===== src/rtl/tracker_envelope_generator_assert.svh =====
// Assertion macros shared by the envelope generator RTL
`ifndef TRACKER_ENVELOPE_GENERATOR_ASSERT_SVH
`define TRACKER_ENVELOPE_GENERATOR_ASSERT_SVH

// implication checked on every clock edge outside reset
`define TEG_ASSERT_IMP(label, clk, rstn, ante, cons) \
    label: assert property (@(posedge clk) disable iff (!rstn) (ante) |-> (cons)) \
        else $error("assertion failed");

// implication checked on the clock edge after the antecedent
`define TEG_ASSERT_NEXT(label, clk, rstn, ante, cons) \
    label: assert property (@(posedge clk) disable iff (!rstn) (ante) |=> (cons)) \
        else $error("assertion failed");

`endif


===== src/rtl/teg_pkg.sv =====
// Shared types and constants for the envelope generator
package teg_pkg;
    localparam int MaxNodes = 25;
    localparam int IdxW = 5;
    localparam int TickW = 16;
    localparam int LvlW = 8;
    localparam int NodeW = TickW + LvlW;

    typedef enum logic [1:0] {
        CMD_TICK    = 2'd0,
        CMD_RELEASE = 2'd1,
        CMD_RETRIG  = 2'd2,
        CMD_WRITE   = 2'd3
    } cmd_t;

    typedef enum logic [2:0] {
        REG_ENABLE    = 3'd0,
        REG_COUNT     = 3'd1,
        REG_LOOP_ON   = 3'd2,
        REG_LOOP_FST  = 3'd3,
        REG_LOOP_LST  = 3'd4,
        REG_HOLD_ON   = 3'd5,
        REG_HOLD_FST  = 3'd6,
        REG_HOLD_LST  = 3'd7
    } reg_idx_t;

    typedef enum logic [3:0] {
        ST_IDLE,
        ST_RD_A,    // read hold-last node
        ST_RD_B,    // read loop-last node
        ST_RD_C,    // read current node
        ST_RD_D,    // read next node
        ST_DECIDE,
        ST_RD_JMP,  // read hold or loop restart node
        ST_LV_A,    // read current node for level
        ST_LV_B,
        ST_LV_C,
        ST_DIV,
        ST_OUT
    } state_t;

    typedef struct packed {
        logic start;
        logic neg;
        logic [31:0] num;   // magnitude of numerator
        logic [16:0] den;
    } div_req_t;

    function automatic logic [IdxW-1:0] fix_idx(input logic [IdxW-1:0] i);
        if (i > IdxW'(MaxNodes - 1)) begin
            return IdxW'(MaxNodes - 1);
        end
        return i;
    endfunction
endpackage


===== src/rtl/tracker_envelope_generator.sv =====
// Top level of the tracker envelope generator
// Multi-node envelope: the node table lives in a 25 x 24-bit RAM with registered
// read, which a sequencer visits one node per cycle. A write, release, retrigger
// or idle tick (envelope disabled or finished) only reads the current and next
// node for the level; an active tick first reads the hold-last, loop-last,
// current and next nodes, decides, and reads the restart node when a hold or loop
// jumps back. When the level falls between two nodes the 32-step serial divider
// used for interpolation runs first. A new transaction is taken once the result
// has moved into the output register; the output holds until m_tready, and a
// result still waiting there stalls the next one. No clearing pass.
`include "tracker_envelope_generator_assert.svh"
module tracker_envelope_generator (
    input  logic        aclk,
    input  logic        aresetn,
    input  logic        s_tvalid,
    output logic        s_tready,
    input  logic [31:0] s_tdata,   // node_index[4:0], node_tick[20:5], node_level[28:21]
    input  logic [1:0]  s_tuser,   // cmd[1:0]
    output logic        m_tvalid,
    input  logic        m_tready,
    output logic [23:0] m_tdata,   // level[15:0], finished[16], node_now[21:17]
    input  logic        cfg_we,
    input  logic [2:0]  cfg_index,
    input  logic [4:0]  cfg_wdata
);
    localparam int IdxW = teg_pkg::IdxW;
    localparam int TickW = teg_pkg::TickW;

    teg_pkg::state_t state_reg, state_next;

    logic enable_reg, loop_on_reg, hold_on_reg;
    logic [IdxW-1:0] count_reg, loop_fst_reg, loop_lst_reg, hold_fst_reg, hold_lst_reg;

    logic signed [17:0] pos_reg, pos_next;
    logic [IdxW-1:0] ptr_reg, ptr_next;
    logic fin_reg, fin_next, held_reg, held_next;

    logic [IdxW-1:0] widx_reg, widx_next;
    logic [TickW-1:0] wtick_reg, wtick_next;
    logic [7:0] wlvl_reg, wlvl_next;

    logic [TickW-1:0] tha_reg, tha_next, thb_reg, thb_next, tc_reg, tc_next;
    logic [TickW-1:0] td_reg, td_next;
    logic signed [7:0] yc_reg, yc_next, yd_reg, yd_next;

    logic out_v_reg, out_v_next;
    logic [23:0] out_reg, out_next;

    logic ram_we;
    logic [IdxW-1:0] ram_waddr, ram_raddr;
    logic [teg_pkg::NodeW-1:0] ram_wdata, ram_rdata;
    logic [TickW-1:0] rd_tick;
    logic signed [7:0] rd_lvl;

    teg_pkg::div_req_t dreq;
    logic ddone;
    logic [15:0] dres;

    logic        div_pend_reg;
    logic [15:0] div_res_reg;
    logic        use_div_reg;

    logic [IdxW-1:0] last_idx, cur, nxt;
    logic [IdxW-1:0] hl, ll;
    logic signed [17:0] pinc;
    logic signed [16:0] dx, dd;
    logic signed [24:0] prod_a, prod_b;
    logic signed [25:0] num;

    assign rd_tick = ram_rdata[TickW-1:0];
    assign rd_lvl  = ram_rdata[teg_pkg::NodeW-1:TickW];

    teg_ram #(.Width(teg_pkg::NodeW), .Depth(teg_pkg::MaxNodes)) u_nodes (
        .aclk (aclk),
        .we   (ram_we),
        .waddr(ram_waddr),
        .wdata(ram_wdata),
        .raddr(ram_raddr),
        .rdata(ram_rdata)
    );

    teg_divider u_div (
        .aclk   (aclk),
        .aresetn(aresetn),
        .req    (dreq),
        .done   (ddone),
        .result (dres)
    );

    always_ff @(posedge aclk) begin
        if (!aresetn) begin
            enable_reg   <= 1'b0;
            count_reg    <= IdxW'(2);
            loop_on_reg  <= 1'b0;
            loop_fst_reg <= '0;
            loop_lst_reg <= '0;
            hold_on_reg  <= 1'b0;
            hold_fst_reg <= '0;
            hold_lst_reg <= '0;
        end else if (cfg_we) begin
            case (teg_pkg::reg_idx_t'(cfg_index))
                teg_pkg::REG_ENABLE:   enable_reg   <= cfg_wdata[0];
                teg_pkg::REG_COUNT:    count_reg    <= cfg_wdata;
                teg_pkg::REG_LOOP_ON:  loop_on_reg  <= cfg_wdata[0];
                teg_pkg::REG_LOOP_FST: loop_fst_reg <= cfg_wdata;
                teg_pkg::REG_LOOP_LST: loop_lst_reg <= cfg_wdata;
                teg_pkg::REG_HOLD_ON:  hold_on_reg  <= cfg_wdata[0];
                teg_pkg::REG_HOLD_FST: hold_fst_reg <= cfg_wdata;
                teg_pkg::REG_HOLD_LST: hold_lst_reg <= cfg_wdata;
                default: ;
            endcase
        end
    end

    always_ff @(posedge aclk) begin
        if (!aresetn) begin
            state_reg <= teg_pkg::ST_IDLE;
            pos_reg   <= -18'sd1;
            ptr_reg   <= '0;
            fin_reg   <= 1'b0;
            held_reg  <= 1'b1;
            out_v_reg <= 1'b0;
        end else begin
            state_reg <= state_next;
            pos_reg   <= pos_next;
            ptr_reg   <= ptr_next;
            fin_reg   <= fin_next;
            held_reg  <= held_next;
            out_v_reg <= out_v_next;
        end
        widx_reg  <= widx_next;
        wtick_reg <= wtick_next;
        wlvl_reg  <= wlvl_next;
        tha_reg   <= tha_next;
        thb_reg   <= thb_next;
        tc_reg    <= tc_next;
        td_reg    <= td_next;
        yc_reg    <= yc_next;
        yd_reg    <= yd_next;
        out_reg   <= out_next;
    end

    always_comb begin
        if (count_reg < IdxW'(2)) begin
            last_idx = IdxW'(1);
        end else if (count_reg > IdxW'(teg_pkg::MaxNodes)) begin
            last_idx = IdxW'(teg_pkg::MaxNodes - 1);
        end else begin
            last_idx = count_reg - IdxW'(1);
        end
        cur  = teg_pkg::fix_idx(ptr_reg);
        nxt  = cur + IdxW'(1);
        hl   = teg_pkg::fix_idx(hold_lst_reg);
        ll   = teg_pkg::fix_idx(loop_lst_reg);
        pinc = (pos_reg < 18'sd65535) ? pos_reg + 18'sd1 : pos_reg;
        dx   = 17'(pos_reg) - $signed({1'b0, tc_reg});
        dd   = $signed({1'b0, td_reg}) - $signed({1'b0, tc_reg});
        prod_a = yc_reg * dd;
        prod_b = (yd_reg - yc_reg) * dx;
        num    = 26'(prod_a) + 26'(prod_b);
    end

    always_comb begin
        state_next = state_reg;
        pos_next   = pos_reg;
        ptr_next   = ptr_reg;
        fin_next   = fin_reg;
        held_next  = held_reg;
        widx_next  = widx_reg;
        wtick_next = wtick_reg;
        wlvl_next  = wlvl_reg;
        tha_next   = tha_reg;
        thb_next   = thb_reg;
        tc_next    = tc_reg;
        td_next    = td_reg;
        yc_next    = yc_reg;
        yd_next    = yd_reg;
        out_v_next = out_v_reg;
        out_next   = out_reg;
        ram_we     = 1'b0;
        ram_waddr  = widx_reg;
        ram_wdata  = {wlvl_reg, wtick_reg};
        ram_raddr  = cur;
        dreq       = '0;
        s_tready   = 1'b0;

        if (out_v_reg && m_tready) begin
            out_v_next = 1'b0;
        end

        case (state_reg)
            teg_pkg::ST_IDLE: begin
                s_tready = 1'b1;
                if (s_tvalid) begin
                    widx_next  = s_tdata[4:0];
                    wtick_next = s_tdata[20:5];
                    wlvl_next  = s_tdata[28:21];
                    case (teg_pkg::cmd_t'(s_tuser))
                        teg_pkg::CMD_TICK: begin
                            if (enable_reg && !fin_reg) begin
                                pos_next   = pinc;
                                ram_raddr  = hl;
                                state_next = teg_pkg::ST_RD_A;
                            end else begin
                                state_next = teg_pkg::ST_LV_A;
                            end
                        end
                        teg_pkg::CMD_RELEASE: begin
                            held_next  = 1'b0;
                            state_next = teg_pkg::ST_LV_A;
                        end
                        teg_pkg::CMD_RETRIG: begin
                            pos_next   = -18'sd1;
                            ptr_next   = '0;
                            fin_next   = 1'b0;
                            held_next  = 1'b1;
                            state_next = teg_pkg::ST_LV_A;
                        end
                        default: begin
                            if (s_tdata[4:0] < IdxW'(teg_pkg::MaxNodes)) begin
                                ram_we    = 1'b1;
                                ram_waddr = s_tdata[4:0];
                                ram_wdata = {s_tdata[28:21], s_tdata[20:5]};
                            end
                            state_next = teg_pkg::ST_LV_A;
                        end
                    endcase
                end
            end
            teg_pkg::ST_RD_A: begin
                tha_next   = rd_tick;
                ram_raddr  = ll;
                state_next = teg_pkg::ST_RD_B;
            end
            teg_pkg::ST_RD_B: begin
                thb_next   = rd_tick;
                ram_raddr  = cur;
                state_next = teg_pkg::ST_RD_C;
            end
            teg_pkg::ST_RD_C: begin
                tc_next    = rd_tick;
                ram_raddr  = (cur < last_idx) ? nxt : cur;
                state_next = teg_pkg::ST_RD_D;
            end
            teg_pkg::ST_RD_D: begin
                td_next    = rd_tick;
                state_next = teg_pkg::ST_DECIDE;
            end
            teg_pkg::ST_DECIDE: begin
                state_next = teg_pkg::ST_LV_A;
                if (held_reg && hold_on_reg && pos_reg > $signed({2'b0, tha_reg})) begin
                    ptr_next   = teg_pkg::fix_idx(hold_fst_reg);
                    ram_raddr  = teg_pkg::fix_idx(hold_fst_reg);
                    state_next = teg_pkg::ST_RD_JMP;
                end else if ((!held_reg || !hold_on_reg) && loop_on_reg
                             && pos_reg > $signed({2'b0, thb_reg})) begin
                    ptr_next   = teg_pkg::fix_idx(loop_fst_reg);
                    ram_raddr  = teg_pkg::fix_idx(loop_fst_reg);
                    state_next = teg_pkg::ST_RD_JMP;
                end else if (cur < last_idx && pos_reg >= $signed({2'b0, td_reg})) begin
                    ptr_next = nxt;
                end else if (cur >= last_idx) begin
                    ptr_next = cur;
                    pos_next = $signed({2'b0, tc_reg});
                    fin_next = 1'b1;
                end
            end
            teg_pkg::ST_RD_JMP: begin
                pos_next   = $signed({2'b0, rd_tick});
                state_next = teg_pkg::ST_LV_A;
            end
            teg_pkg::ST_LV_A: begin
                ram_raddr  = cur;
                state_next = teg_pkg::ST_LV_B;
            end
            teg_pkg::ST_LV_B: begin
                tc_next    = rd_tick;
                yc_next    = rd_lvl;
                ram_raddr  = (cur < last_idx) ? nxt : cur;
                state_next = teg_pkg::ST_LV_C;
            end
            teg_pkg::ST_LV_C: begin
                td_next = rd_tick;
                yd_next = rd_lvl;
                state_next = teg_pkg::ST_OUT;
                if (pos_reg > $signed({2'b0, tc_reg}) && cur < last_idx
                    && rd_tick > tc_reg) begin
                    state_next = teg_pkg::ST_DIV;
                end
            end
            teg_pkg::ST_DIV: begin
                // numerator y0*d + (y1-y0)*x, scaled by 256 and divided by d;
                // its magnitude stays below 2^23
                dreq.start = 1'b1;
                dreq.neg   = num[25];
                dreq.num   = {num[25] ? 24'(-num) : 24'(num), 8'd0};
                dreq.den   = 17'(dd);
                state_next = teg_pkg::ST_OUT;
            end
            teg_pkg::ST_OUT: begin
                // wait for the divider and for room in the output register
                if (!out_v_next && !div_pend_reg && !ddone) begin
                    out_next   = {2'b0, ptr_reg, fin_reg,
                                  use_div_reg ? div_res_reg : {yc_reg, 8'd0}};
                    out_v_next = 1'b1;
                    state_next = teg_pkg::ST_IDLE;
                end
            end
            default: state_next = teg_pkg::ST_IDLE;
        endcase
    end

    // level for the output: divider result when interpolating, else y0 * 256
    always_ff @(posedge aclk) begin
        if (!aresetn) begin
            div_pend_reg <= 1'b0;
        end else if (dreq.start) begin
            div_pend_reg <= 1'b1;
        end else if (ddone) begin
            div_pend_reg <= 1'b0;
        end
    end

    always_ff @(posedge aclk) begin
        if (ddone) begin
            div_res_reg <= dres;
        end
        if (dreq.start) begin
            use_div_reg <= 1'b1;
        end else if (state_reg == teg_pkg::ST_LV_A) begin
            use_div_reg <= 1'b0;
        end
    end

    assign m_tvalid = out_v_reg;
    assign m_tdata  = out_reg;

    `TEG_ASSERT_IMP(a_busy_no_ready, aclk, aresetn, state_reg != teg_pkg::ST_IDLE, !s_tready)
    `TEG_ASSERT_IMP(a_ptr_range, aclk, aresetn, 1'b1, ptr_reg < IdxW'(teg_pkg::MaxNodes))
    `TEG_ASSERT_NEXT(a_out_load, aclk, aresetn,
        state_reg == teg_pkg::ST_OUT && state_next == teg_pkg::ST_IDLE, m_tvalid)
endmodule


===== src/rtl/teg_ram.sv =====
// Generic single-port-write, registered-read RAM
module teg_ram #(
    parameter int Width = 8,
    parameter int Depth = 16
) (
    input  logic                     aclk,
    input  logic                     we,
    input  logic [$clog2(Depth)-1:0] waddr,
    input  logic [Width-1:0]         wdata,
    input  logic [$clog2(Depth)-1:0] raddr,
    output logic [Width-1:0]         rdata
);
    logic [Width-1:0] mem [Depth];

    always_ff @(posedge aclk) begin
        if (we) begin
            mem[waddr] <= wdata;
        end
        rdata <= mem[raddr];
    end
endmodule


===== src/rtl/teg_divider.sv =====
// Restoring serial divider, one quotient bit per cycle, signed result saturated
`include "tracker_envelope_generator_assert.svh"
module teg_divider (
    input  logic              aclk,
    input  logic              aresetn,
    input  teg_pkg::div_req_t req,
    output logic              done,
    output logic [15:0]       result
);
    logic [31:0] quo_reg, quo_next;
    logic [16:0] rem_reg, rem_next;
    logic [5:0]  cnt_reg, cnt_next;
    logic        busy_reg, busy_next;
    logic        neg_reg, neg_next;
    logic [16:0] den_reg, den_next;
    logic [17:0] trial;
    logic [31:0] mag;

    always_ff @(posedge aclk) begin
        if (!aresetn) begin
            busy_reg <= 1'b0;
            cnt_reg  <= '0;
        end else begin
            busy_reg <= busy_next;
            cnt_reg  <= cnt_next;
        end
        quo_reg <= quo_next;
        rem_reg <= rem_next;
        neg_reg <= neg_next;
        den_reg <= den_next;
    end

    always_comb begin
        busy_next = busy_reg;
        cnt_next  = cnt_reg;
        quo_next  = quo_reg;
        rem_next  = rem_reg;
        neg_next  = neg_reg;
        den_next  = den_reg;
        trial     = {rem_reg, quo_reg[31]} - {1'b0, den_reg};
        done      = 1'b0;
        if (req.start) begin
            busy_next = 1'b1;
            cnt_next  = 6'd32;
            quo_next  = req.num;
            rem_next  = '0;
            neg_next  = req.neg;
            den_next  = req.den;
        end else if (busy_reg) begin
            if (cnt_reg == 6'd0) begin
                busy_next = 1'b0;
                done      = 1'b1;
            end else begin
                cnt_next = cnt_reg - 6'd1;
                if (!trial[17]) begin
                    rem_next = trial[16:0];
                    quo_next = {quo_reg[30:0], 1'b1};
                end else begin
                    rem_next = {rem_reg[15:0], quo_reg[31]};
                    quo_next = {quo_reg[30:0], 1'b0};
                end
            end
        end
    end

    // truncation toward zero: divide magnitudes, then apply sign and clamp
    always_comb begin
        mag = quo_reg;
        if (neg_reg) begin
            result = (mag > 32'd32768) ? 16'sh8000 : 16'(~mag + 32'd1);
        end else begin
            result = (mag > 32'd32767) ? 16'h7fff : mag[15:0];
        end
    end

    `TEG_ASSERT_IMP(a_done_busy, aclk, aresetn, done, busy_reg)
    `TEG_ASSERT_NEXT(a_start_busy, aclk, aresetn, req.start, busy_reg && cnt_reg == 6'd32)
    `TEG_ASSERT_IMP(a_den_nz, aclk, aresetn, busy_reg, den_reg != 17'd0)
endmodule

===== config.mk =====
export PLATFORM = sky130hd
export DESIGN_NAME = tracker_envelope_generator
export DESIGN_NICKNAME = d
export VERILOG_FILES = /design/src/rtl/teg_pkg.sv /design/src/rtl/tracker_envelope_generator.sv /design/src/rtl/teg_ram.sv /design/src/rtl/teg_divider.sv
export VERILOG_INCLUDE_DIRS = /design/src /design/src/rtl
export SDC_FILE = /design/constraint.sdc
export NUM_CORES = 2
export LEC_CHECK = 0
export BUFFER_PORTS_ARGS = -buffer_cell sky130_fd_sc_hd__buf_2
export CAP_MARGIN = 0
export CORE_UTILIZATION = 58
export DETAILED_ROUTE_END_ITERATION = 8
export PLACE_DENSITY_LB_ADDON = 0.05
export SLEW_MARGIN = 20
export SYNTH_ARGS = -nofsm -noshare
export SYNTH_HDL_FRONTEND = slang
export SYNTH_HIERARCHICAL = 1
export SYNTH_SLANG_ARGS = --single-unit

===== constraint.sdc =====
create_clock -name aclk -period 11.4 [get_ports aclk]
set_clock_uncertainty 0.05 [all_clocks]
set_input_delay 2.28 -clock aclk [delete_from_list [all_inputs] [get_ports aclk]]
set_output_delay 2.28 -clock aclk [all_outputs]
set_load 0.005 [all_outputs]

Yosys cells after proc, flatten, opt, wreduce, memory -nomap -nowiden. Memory sizes are Yosys's and may differ from the RTL's. A register that Yosys moved wholly into a read port is not among the register bits. Cells that the tools add are included.

Bits in registers: 281. Bits in latches: 0. Bits in writable memories: 600. Memory bits (read-only): 0. Memories kept: 1.

$add $sub $neg: 11. Multipliers: 2. Div/mod/pow operators: 0. Magnitude comparators: 18. Eq/ne operators: 32. Shift-type cells: 0. Multiplexer cells: 101. Bitwise operators: 3. Reduce and logical (&&, ||, !) cells: 48.

Memory list: u_nodes.mem (words 25, bits a word 24, rd ports 1, clocked after memory_dff 1, write ports 1, RTL line teg_ram.sv:13) `logic [Width-1:0] mem [Depth];`.

Operators with widths (number): $mux W5 (28); $mux W18 (7); $mux W24 (5); $mux W32 (3); $mux W16 (4); $gt A18 B17 Y1 (3); $pmux W18 S3 (1); $mux W51 (1); $pmux W4 S12 (1); $mux W1 (38); $pmux W18 S2 (1); $gt A32 B15 Y1 const B (1); $gt A32 B16 Y1 const B (1); $gt A5 B5 Y1 const B (6); $add A25 B25 Y26 (1); $reduce_and A2 Y1 (13); $mul A8 B17 Y25 (1); $mul A9 B17 Y25 (1); $neg A24 Y24 (1); $pmux W5 S4 (1); $add A18 B2 Y18 const B (1); $ge A18 B17 Y1 (1); $lt A18 B17 Y1 const B (1); $mux W6 (3); 49 further kinds (91).

Longest topological paths before layout.
Depth in word-level cells: 11. Gate-level depth with buffers: 50. Depth with buffers taken out: 47.

Cells and area by module. The synthesis kept the hierarchy.

By module, submodules not included: tracker_envelope_generator (times used 1, cells an instance 2706, area each 24551.0 sq um); teg_ram (times used 1, cells an instance 1154, area each 23518.8 sq um); teg_divider (times used 1, cells an instance 434, area each 4372.9 sq um).

Least setup slack after synthesis. No wires, ideal clock.

Kind: flip-flop to flip-flop. Start: reg yc_reg[1]. End: reg u_div.quo_reg[30], in the netlist u_div/mag[30], data pin. Arrival time: 11.135 ns. Slack: -0.045 ns. Cell stages (with the launch flop): 48. Cell sequence: edfxtp_1 clkbuf_1 inv_1 ha_1 nor2b_1 o21ai_0 a21boi_0 o31a_1 o21ai_0 nand2b_1 xnor2_1 or2_2 fa_1 fa_1 inv_1 fa_1 fa_1 inv_1 [12 not listed] inv_1 fa_1 inv_1 fa_1 inv_1 fa_1 ha_1 xor2_1 xnor2_1 xnor2_1 and3_1 a2111oi_0 nand3b_1 buf_2 a41oi_1 xnor2_1 nor2_1 mux2_2.

RTL lines: start: declaration (RTL line tracker_envelope_generator.sv:44) `logic signed [7:0] yc_reg, yc_next, yd_reg, yd_next;`; start signal: assignment (RTL line tracker_envelope_generator.sv:138) `yc_reg <= yc_next;`; end signal: assignment (RTL line teg_divider.sv:27) `quo_reg <= quo_next;`; end: declaration (RTL line teg_divider.sv:10) `logic [31:0] quo_reg, quo_next;`.

==> flow_summary.ini <==
[route]
viasPerCell = 5.97
post_drt_wl_per_cell_um = 22.2
ant_nets = 0
drt_iter0_drc = 2718
via_count = 35194
first_pass_iters = 7
drc = 0
routed_wl_um = 131000

[placed_design]
pre_cts_ws_ns = -0.535
port_buffers = 67
gp_congestion = 0.905
dpl.hpwl_um = 90800

[cells_and_area]
drive_above_1_share = 0.192
nets = 5205
largest-register = u_nodes/mem
largest_reg_flops = 600
area_growth_pct = 15.2
nFillCells = 6616

[worst_hold_path]
worstHoldPathType = reg -> reg

[yosys]
synth-async-reset-ratio = 0
synth_area_um2 = 52400
synth-main-ff-cell = edfxtp_1
ys_types = 95
avgSynthCellArea_um2 = 12.2
synth-seq-cells = 905
ys_warn_count = 6
ys_seq_area_frac = 0.498
synth_edf_count = 797
netlist_instances = 4294

[floorplanning]
io_pins = 73
die_h_um = 303
die-width_um = 303
die_area_um2 = 91600
fp.coreArea_um2 = 88900
num_rows = 109
start_util = 0.590

[cts]
clock-sinks = 905
cts_buffers = 92
root_buffer = clkbuf_16
htree_levels = 3
cts_tree = done
cts_buffer_depth = 3
clkTransAtPathRegs_ns = 0.06
clock_latency_ns = 0.68

[worst_setup_path]
crit_start = tc_reg[1]
critPathRequiredTime_ns = 11.75
critPathSlowestCell = fa_1
path_max_fanout = 6
slowest_delay_ns = 0.58
endpoint = u_div/mag[14]
critPathCaptureType = flip-flop
cp_common_cell = fa_1
reg2reg_depth = 48
critPathLaunchType = flip-flop
path_class = reg -> reg
r2r-start = tc_reg[1]
reg2reg_slack_ns = -0.02
r2r-end = u_div/mag[14]
crit_arrival_ns = 11.77

[global_route]
grt_pass1_wl_um = 200000
grt_remaining_overflow = 0
grt_pass1_vias = 34681
antenna_found_initial = 3
grt_max_degree = 77
grt_usage = 0.289

[outcome]
status = finished with violations
violations = setup timing

[sta]
hold_viol_final = 0
drv_slew = 0
slew_headroom = 0.233
finalCriticalPeriod_ns = 11.42
finalCritPeriodShare = 1.00
setup_viol = 2
postLayoutSetupSlackWorst_ns = -0.0194
worstMarginPinSlew_ns = 1.15
grt_setup_unrepaired = yes
fmax_mhz = 87.6

[flow_run]
cap_violations = 0
-- worst min path at each step --
stage                            from         to  slack, ns  depth (start not counted)
finish              u_nodes/rdata[20]  yd_reg[4]       0.39                          0
global route        u_nodes/rdata[19]  yc_reg[3]       0.41                          0
CTS                 u_nodes/rdata[20]  yd_reg[4]       0.39                          0
detailed placement  u_nodes/rdata[20]  yc_reg[4]       0.36                          0
global placement    u_nodes/rdata[19]  yc_reg[3]       0.36                          0
floorplan           u_nodes/rdata[16]  yc_reg[0]       0.35                          0
-- area by class of cell --
cell class / count / area (um2) / share of cell area
flip-flops and latches: 905 / 26100 / 0.432
multi-input cells: 2809 / 25100 / 0.416
repair buffers: 429 / 3200 / 0.0529
clock buffers: 135 / 2570 / 0.0425
inverters: 410 / 1540 / 0.0255
well taps: 1165 / 1460 / 0.0241
clock inverters: 37 / 392 / 0.00648
diodes: 1 / 2.50 / 0.0000414
-- cells in the mapped netlist, types with 93 or more instances --
master,number,area [um2]
a21oi_1,138,691
clkbuf_1,128,480
dfxtp_1,108,2160
edfxtp_1,797,23900
fa_1,266,5330
ha_1,245,3070
inv_1,408,1530
mux2i_1,181,1810
nand2_1,307,1150
nand3_1,93,465
nor2_1,267,1000
o21ai_0,155,776
-- logic make-up after synthesis --
family,after synthesis,share of synthesized area
flops,905,0.498
xor+xnor,119,0.0200
simple gates,1164,0.111
buf+inv,589,0.0452
fa+ha+maj,511,0.160
other cells,1,0.0000715
mux,295,0.0756
compound gates,710,0.0909
-- critical path, delay by kind of cell (launching register included) --
kind	cells	cell delay (ns)
DFF	1	0.40
xor gates and xnor gates	5	0.77
adders and majority gates	12	4.94
and+or+nand+nor	7	1.19
muxes	1	0.27
AOI/OAI and AO/OA	14	2.48
buffers and inverters	9	1.01
-- placed cells by master (no fill, tap or decap), types with 18 or more instances in the layout --
cell type,synthesis,final
a21o_1,42,42
a21oi_1,138,116
a22oi_1,69,69
a31oi_1,20,18
and2_1,57,56
and3_1,31,27
buf_2,26,67
buf_4,14,346
clkbuf_1,128,35
clkbuf_16,0,94
dfxtp_1,108,106
edfxtp_1,797,797
fa_1,266,257
ha_1,245,221
ha_4,0,23
inv_1,408,391
mux2_2,37,34
mux2i_1,181,181
mux4_2,77,77
nand2_1,307,305
nand2b_1,71,69
nand3_1,93,92
nand4_1,25,25
nor2_1,267,235
nor2b_1,64,59
nor3_1,77,70
nor3b_1,29,24
o211ai_1,36,36
o21a_1,25,25
o21ai_0,155,145
o22ai_1,27,27
or2_2,31,26
or3_1,36,35
xnor2_1,68,61
xor2_1,50,46
-- metrics by stage --
stage	TNS, ns	instance area [um2]	std cells	hold slack [ns]	utilization
after CTS	-0.00539	59800	5880	0.387	0.672
after global placement	-11.28	56100	5685	0.361	0.631
after floorplan	0	52500	4303	0.354	-
after detailed placement	-10.72	56100	5685	0.365	0.631
final	-0.0344	60400	5891	0.386	0.679
after global routing	-7.60	60400	5890	0.405	0.679
-- metal layers --
metal  part of all wire  wire length (um)  global-route usage
met4              0.035              4550               0.104
met2               0.49             63900               0.480
met5                  0                 0                   0
met3              0.060              7890              0.0359
met1               0.42             54700               0.392
-- timing repair --
item / in CTS / in global routing
hold buffers: 0 / 0
pin swaps: 80 / 92
gates resized for setup: 97 / 102
setup endpoints to repair: 23 / 24
buffers inserted: 21 / 11
cloned: 2 / 0
Power is left out: the tool's default activity adds up to more than one toggle a clock period on the data nets, which glitch-free logic cannot reach.
